**src/cmm_pkg.sv**
```systemverilog
// Shared widths, constants and controller-to-datapath command types.
package cmm_pkg;

  // Widths of the beat fields.
  localparam int unsigned IDX_W  = 3;
  localparam int unsigned COMP_W = 32;
  localparam int unsigned OUT_W  = 48;

  // Fixed-point layout and internal widths.
  localparam int unsigned FRAC_W     = 30;
  localparam int unsigned PROD_W     = 2 * COMP_W;
  localparam int unsigned TERM_W     = PROD_W + 1;
  localparam int unsigned ACC_W      = 68;
  localparam int unsigned ADDR_MAX_W = 6;

  // Command from the controller to the datapath.
  typedef struct packed {
    logic                  load;
    logic                  issue;
    logic [ADDR_MAX_W-1:0] addr_a;
    logic [ADDR_MAX_W-1:0] addr_b;
    logic                  first_k;
    logic                  last_k;
    logic                  fin;
    logic [IDX_W-1:0]      row;
    logic [IDX_W-1:0]      col;
  } cmd_t;

  // Status from the datapath to the controller.
  typedef struct packed {
    logic adv;
  } stat_t;

endpackage

```
**src/cmm_ctrl.sv**
```systemverilog
// Controller: accepts loads and sequences the row, column and inner-index loops.
module cmm_ctrl #(
  parameter int unsigned DIM = 3
) (
  input  logic           clk_i,
  input  logic           rst_ni,
  input  logic           in_valid_i,
  input  logic           in_start_i,
  output logic           in_ready_o,
  input  cmm_pkg::stat_t stat_i,
  output cmm_pkg::cmd_t  cmd_o
);

  localparam int unsigned IW = (DIM > 1) ? $clog2(DIM) : 1;
  localparam int unsigned AW = (DIM * DIM > 1) ? $clog2(DIM * DIM) : 1;
  localparam logic [AW-1:0] DIM_A  = AW'(DIM);
  localparam logic [IW-1:0] LAST_I = IW'(DIM - 1);

  typedef enum logic {
    ST_IDLE,
    ST_RUN
  } state_e;

  state_e        state_q;
  logic [IW-1:0] r_q, c_q, k_q;
  logic          r_last, c_last, k_last;
  logic [AW-1:0] addr_a, addr_b;

  assign r_last = (r_q == LAST_I);
  assign c_last = (c_q == LAST_I);
  assign k_last = (k_q == LAST_I);
  assign addr_a = AW'(r_q) * DIM_A + AW'(k_q);
  assign addr_b = AW'(k_q) * DIM_A + AW'(c_q);

  always_comb begin
    in_ready_o    = (state_q == ST_IDLE);
    cmd_o.load    = in_valid_i && (state_q == ST_IDLE);
    cmd_o.issue   = (state_q == ST_RUN);
    cmd_o.addr_a  = cmm_pkg::ADDR_MAX_W'(addr_a);
    cmd_o.addr_b  = cmm_pkg::ADDR_MAX_W'(addr_b);
    cmd_o.first_k = (k_q == '0);
    cmd_o.last_k  = k_last;
    cmd_o.fin     = r_last && c_last;
    cmd_o.row     = cmm_pkg::IDX_W'(r_q);
    cmd_o.col     = cmm_pkg::IDX_W'(c_q);
  end

  always_ff @(posedge clk_i or negedge rst_ni) begin
    if (!rst_ni) begin
      state_q <= ST_IDLE;
      r_q     <= '0;
      c_q     <= '0;
      k_q     <= '0;
    end else begin
      unique case (state_q)
        ST_IDLE: begin
          if (in_valid_i && in_start_i) begin
            state_q <= ST_RUN;
          end
        end
        ST_RUN: begin
          if (stat_i.adv) begin
            if (k_last) begin
              k_q <= '0;
              if (c_last) begin
                c_q <= '0;
                if (r_last) begin
                  r_q     <= '0;
                  state_q <= ST_IDLE;
                end else begin
                  r_q <= r_q + IW'(1);
                end
              end else begin
                c_q <= c_q + IW'(1);
              end
            end else begin
              k_q <= k_q + IW'(1);
            end
          end
        end
        default: state_q <= ST_IDLE;
      endcase
    end
  end

endmodule

```
**config.mk**
```make
export PLATFORM = sky130hd
export DESIGN_NAME = cmm_ctrl
export DESIGN_NICKNAME = d
export VERILOG_FILES = /design/src/cmm_pkg.sv /design/src/cmm_ctrl.sv
export SDC_FILE = /design/constraint.sdc
export NUM_CORES = 1
export LEC_CHECK = 0
export BUFFER_PORTS_ARGS = -buffer_cell sky130_fd_sc_hd__buf_2
export CORE_MARGIN = 1
export CORE_UTILIZATION = 25
export DETAILED_ROUTE_END_ITERATION = 10
export PLACE_DENSITY = 0.44
export SETUP_SLACK_MARGIN = 0.5
export SLEW_MARGIN = 15
export SYNTH_ARGS = -nofsm -noshare
export SYNTH_HDL_FRONTEND = slang
export SYNTH_SLANG_ARGS = --single-unit
```
**constraint.sdc**
```tcl
create_clock -name clk_i -period 5.6 [get_ports clk_i]
set_clock_uncertainty 0.05 [all_clocks]
set_input_delay 0.56 -clock clk_i [delete_from_list [all_inputs] [get_ports clk_i]]
set_output_delay 0.56 -clock clk_i [all_outputs]
set_load 0.01 [all_outputs]
```
* Word-level counts from Yosys, hierarchy flattened
Cells that the tools add are included. Widths: inputs -> output; s select.
Operators by class: eq/ne operators 3, muxes and demuxes 9, $mul 2, reduce and logical (&&, ||, !) cells 7, add/subtract/negate cells 5, bitwise logic cells 1
Operators with widths (number):
- $add 4x2->4 | 2
- $mul 2x2->4 const B | 2
- $add 2x1->2 const B | 3
- $eq 2x2->1 const B | 3
- $mux 2 | 3
- $mux 1 | 5
- $reduce_and 4->1 | 1
- $logic_and 1x1->1 | 3
- $reduce_and 3->1 | 1
- $logic_not 2->1 | 1
- $pmux 1 s2 | 1
- $reduce_and 2->1 | 1
- $not 1->1 | 1
Word-level totals: bits in registers 7, output and inout bits 24, logic and storage cells 31, input port bits 5

* Logic depth before layout (Yosys ltp)
Gate-level depths: netlist (run 1).
depth in word-level cells 6, mapped depth 5, depth with buffers taken out 5

* Worst setup path after synthesis (run 1)
No wires, ideal clock.
path kind flip-flop to output port, start register r_q[0], end output port cmd_o[17] in the netlist's numbering, data arrival time 1.813 ns, cell stages (with the launch flop) 6, data required time 4.990 ns, slack 3.177 ns, buffers on the path 0, cells stage by stage dfrtp_1 -> inv_1 -> fa_1 -> inv_1 -> ha_1 -> fa_1
RTL lines:
- start: declaration | RTL line cmm_ctrl.sv:25 | logic [IW-1:0] r_q, c_q, k_q;
- start signal: assignment | RTL line cmm_ctrl.sv:71 | r_q <= r_q + IW'(1);
- end: declaration | RTL line cmm_ctrl.sv:11 | output cmm_pkg::cmd_t cmd_o

==> impl_metrics.ini, run 1 <==
[critical_path]
rr_startpoint = k_q[0]
critical_path_class = reg2out
rr_endpoint = r_q[0]
critPathLaunchType = register
reg2reg_slack_ps = 3960
slowest_delay_ps = 510
cp_slowest_cell = fa_1
worstPathMaxFanout = 5
crit_path_end_kind = output port
cp.required_ps = 4990
worst-r2r-cell-count = 5
cp_cell_sequence = inv_1, fa_1, inv_1, ha_1, fa_1, buf_2
arrival_ps = 2140

[logic_synthesis]
yosysSeqAreaShare = 0.283
yosys.area_share.adder = 0.331
synth-simple-area-share = 0.107
synth_compound_area_frac = 0.0424
synthesis.instances = 56
synth_top_family_by_area = adder cells
synth_area_per_cell_um2 = 11.1
synth_cell_types = 20
yosys_warnings = 0
yosys.area_share.xor_xnor = 0
synthMuxAreaShare = 0.0727
netlist_area_um2 = 619
synth_seq_cells = 7

[route]
num_vias = 438
wl_mm = 1.05
drt_iter0_markers = 0
wl_per_cell_um = 9.85
ant_nets = 0
drc = 0
first_pass_iters = 1
vias_per_cell = 4.09

[die]
die_area_um2 = 2680
start_util = 0.272
die_w_um = 51.8
num_rows = 17
die_h_um = 51.8
io_pins = 29
core_area_um2 = 2280

[global_route]
grt_max_degree = 9
antenna_found_initial = 0
grt.overflow.total = 0
grt.total_usage = 0.100
grt_pass1_wl_mm = 1.89
grt_pass1_vias = 446

[cts]
cts_buffers = 3
h-tree-depth = 1
cts_root_buf = clkbuf_4
clock-sinks = 7
cts_resized = 0
insertion_delay_ps = 250
post_cts_buffers = 0
cts_hold_buf = 0
clockBufferDepth = 2
path_clk_slew_ps = 50
cts_tree = built

[cells_and_area]
layout-drive-gt1-share = 0.392
area_delta_synth_final_pct = 21.0
final_nets = 99
insertedDiodeCount = 0

[pwr]
p_per_area_nw_per_um2 = 519
p_leak_nw = 0.439
ir_drop_mv = 0.167

[timing]
layout_setup_ws_ps = 2850
setup_viol = 0
rsz0062_at_grt = no
hold_ws_ps = 87.8
slew_violations = 0
setup_tns_ps = 0
period_minus_slack_ps = 2750
fin_crit_sh = 0.491
fmax_mhz = 364
hold_violations = 0

[placement]
place_ws_ps = 3090
port_buffers = 22
hpwl_um = 920
routabilityCongestion = 0.658

[hold_path]
min-delay-path-class = in2async

[status]
run_status = completed

[flow_run]
max-cap-violations = 0
## stage by stage
step	instance area (um2)	util	instances	power, W
final	749	0.329	107	0.000389
after global routing	749	0.329	107	0.000449
after CTS	749	0.329	107	0.000402
after detailed placement	723	0.318	103	0.000354
after global placement	723	0.318	103	0.000353
after floorplan	638	-	61	0.000275
## worst max-delay path, delay by kind of cell (launching register included)
kind                       cells  cell delay [ps]
adders and majority gates      3             1180
DFF                            1              430
buffers and inverters          3              280
## per-layer routing
layer	wire length, um	up-vias	GRT usage
met1	456	210	0.102
met5	0	-	0
met4	0	0	0.0405
li1	-	215	-
met2	526	13	0.169
met3	71	0	0.0556
## Yosys cell counts, drive strengths merged
cell / instances / area share
o21ai: 1 / 0.0081
nor3b: 1 / 0.020
mux2: 4 / 0.073
a21o: 1 / 0.012
nand3: 1 / 0.016
ha: 10 / 0.20
nand2: 2 / 0.012
conb: 1 / 0.0061
a41oi: 1 / 0.014
buf: 8 / 0.097
a21oi: 1 / 0.0081
inv: 10 / 0.061
and2b: 1 / 0.014
nand4: 1 / 0.010
dfrtp: 7 / 0.28
fa: 4 / 0.13
nor3: 2 / 0.034
## area by class of cell
cell class                 instances  area [um2]
multi-input combinational         36         365
timing repair buffer              22         110
fill                             238        1530
clock buffer                       4        26.3
inverter                          10        37.5
sequential                         7         175
tap                               28        35.0
## worst max-delay path by stage
| stage | endpoint | depth (start not counted) | startpoint |
|---|---|---|---|
| 6_report | cmd_o[17] | 6 | r_q[1] |
| 3_5_place_dp | cmd_o[17] | 6 | r_q[1] |
| 2_1_floorplan | cmd_o[17] | 5 | r_q[0] |
| 3_3_place_gp | cmd_o[17] | 6 | r_q[1] |
| 4_1_cts | cmd_o[17] | 6 | r_q[1] |
| 5_1_grt | cmd_o[17] | 6 | r_q[1] |
## cell usage in the layout (no fill, tap or decap)
master	Yosys	layout
nand2_1	2	2
inv_1	9	9
a21o_1	1	1
buf_2	0	22
and2b_2	1	1
fa_1	4	4
mux2_1	3	3
nor3b_2	1	1
a41oi_1	1	1
clkbuf_4	0	3
nor3_1	1	1
o21ai_1	1	1
conb_1	1	6
a21oi_1	1	1
clkbuf_1	0	1
nand3_2	1	1
ha_1	10	10
mux2_2	1	1
dfrtp_1	7	7
nand4_1	1	1
nor3_4	1	1
inv_2	1	1
## registers in the layout (all words and copies together) (netlist names)
signal / count
c_q: 2
k_q: 2
r_q: 2
state_q: 1
## logic make-up after synthesis
group,after synthesis
simple gates,8
buf+inv,18
compound gates,4
other cells,1
fa+ha+maj,14
mux,4
flops,7
## power by group
group / switching (W) / internal, W / total, W
sequential: 0.0000315 / 0.0000697 / 0.000101
clock: 0.0000170 / 0.0000271 / 0.0000441
combinational: 0.000138 / 0.000105 / 0.000244
(Power assumes the default switching activity.)
==> run 2: changes to the inputs <==
Settings changed: PLACE_DENSITY 0.44 to 0.46.
Clock period 5.6 ns to 2.5 ns, I/O delays scaled along.
==> run 2 against run 1 <==
Final area up 14%. Non-clock buffer count up 10. Setup slack worse by 2700 ps. Highest routed layer is now met4. Power rose to 2.6 times the previous value. First-iteration DRC count up 6. Clock power up 130%. Routed wire length up 9.0%. Critical endpoint unchanged. Via count up 4.8%. Utilization up 4.6 points.
==> impl_metrics.ini, run 2 (synthesis results as in run 1) <==
[global_route]
grt_pass1_vias = 425
grt.overflow.total = 0
gr-max-usage-layer = met2
grt_max_degree = 9
met2_usage = 0.165
antenna_found_initial = 0
grt_use_met1 = 0.129
use_met3 = 0.0439
grt.total_usage = 0.107
grt_pass1_wl_mm = 2.00

[cells_and_area]
final_nets = 109
layout-drive-gt1-share = 0.573
largestRegisters = c_q: 2 flops, k_q: 2 flops, r_q: 2 flops
layout_common_cells = buf_2, buf_4, ha_1
mostFrequentLayoutCell = buf_2
insertedDiodeCount = 0
area_delta_synth_final_pct = 38.0
postLayoutCoreUtil = 0.375

[cts]
clockBufferDepth = 2
cts_buffers = 3
cts_tree = built
h-tree-depth = 1
clock-sinks = 7
insertion_delay_ps = 250
path_clk_slew_ps = 50
cts_root_buf = clkbuf_4

[timing]
fin_crit_sh = 0.925
slew_violations = 0
rsz0062_at_grt = yes
period_minus_slack_ps = 2310
hold_violations = 0
setup_tns_ps = 0
setup_viol = 0
fmax_mhz = 432

[status]
run_status = completed

[hold_path]
min-delay-path-class = in2reg

[route]
drc = 0
drt_iter0_markers = 6
wl_per_cell_um = 9.82
first_pass_iters = 4
wl_mm = 1.15
ant_nets = 0
vias_per_cell = 3.92
num_vias = 459

[die]
num_rows = 17
die_w_um = 51.8
die_area_um2 = 2680
io_pins = 29
die_h_um = 51.8
start_util = 0.272
core_area_um2 = 2280

[pwr]
p_leak_nw = 0.477
ir_drop_mv = 0.436
p_per_area_nw_per_um2 = 1200

[critical_path]
cp.required_ps = 2200
worstPathMaxFanout = 2
arrival_ps = 2010
critical_path_class = reg2out
crit_path_end_kind = output port
critPathLaunchType = register

[placement]
routabilityCongestion = 0.672
hpwl_um = 912
port_buffers = 22

[flow_run]
max-cap-violations = 0
==> run 2: cell count changes in the layout (fill, tap and decap cells not counted), sizes merged <==
| cell | before | now |
|---|---|---|
| buf | 22 | 31 |
| dlygate4sd3 | 0 | 1 |
==> run 2: metal layers <==
metal  vias to the layer above  wire length [um]
li1                        231                 -
met1                       215               486
met5                         -                 0
met3                         2                52
met4                         0                 8
met2                        11               601
==> run 2: worst paths after layout <==
| kind | endpoint | slack (ps) | depth (start not counted) | start |
|---|---|---|---|---|
| worst min-delay path | state_q | 220 | 2 | stat_i |
| max in group asynchronous | k_q[0] | 1890 | 2 | rst_ni |
| worst min register to register | c_q[1] | 570 | 2 | c_q[1] |
| worst max register to register | r_q[1] | 870 | 6 | k_q[0] |
| worst max-delay path | cmd_o[17] | 190 | 6 | r_q[1] |
| min in group asynchronous | r_q[1] | 320 | 2 | rst_ni |
==> run 2: what timing repair did <==
item	in CTS	in global routing
hold endpoints to repair	7	0
gates resized for setup	1	4
pin swaps	2	2
hold buffers	1	0
endpoints found under the setup margin	6	6
setup buffers	9	0
==> run 2: cell type report <==
| class | instances | area [um2] |
|---|---|---|
| Inverter | 10 | 40.0 |
| Tap cell | 28 | 35.0 |
| Multi-Input combinational cell | 36 | 373 |
| Clock buffer | 4 | 26.3 |
| Timing Repair Buffer | 32 | 200 |
| Sequential cell | 7 | 180 |
| Fill cell | 238 | 1420 |
==> run 2: stage by stage <==
step           total power (W)  cells  hold WS, ps  area (um2)  worst slack [ps]
3_5_place_dp          0.000796    103         51.5         734               345
6_report               0.00103    117          217         855               186
5_1_grt                0.00115    117          231         855               116
3_3_place_gp          0.000802    103         49.6         734               339
2_1_floorplan         0.000640     61        -95.6         649               464
4_1_cts                0.00100    117          214         840               194
==> run 2: worst max-delay path: stages (launching register included) <==
cell and delay (ps):
dfrtp_2 370, inv_2 50, fa_1 520, inv_1 40, ha_2 160, fa_2 500
buf_2 120
==> run 2: where the power goes <==
group,internal [W],total [W],switching (W)
logic,0.000350,0.000713,0.000362
clock network,0.0000609,0.000103,0.0000421
registers,0.000161,0.000212,0.0000506
total,0.000572,0.00103,0.000455
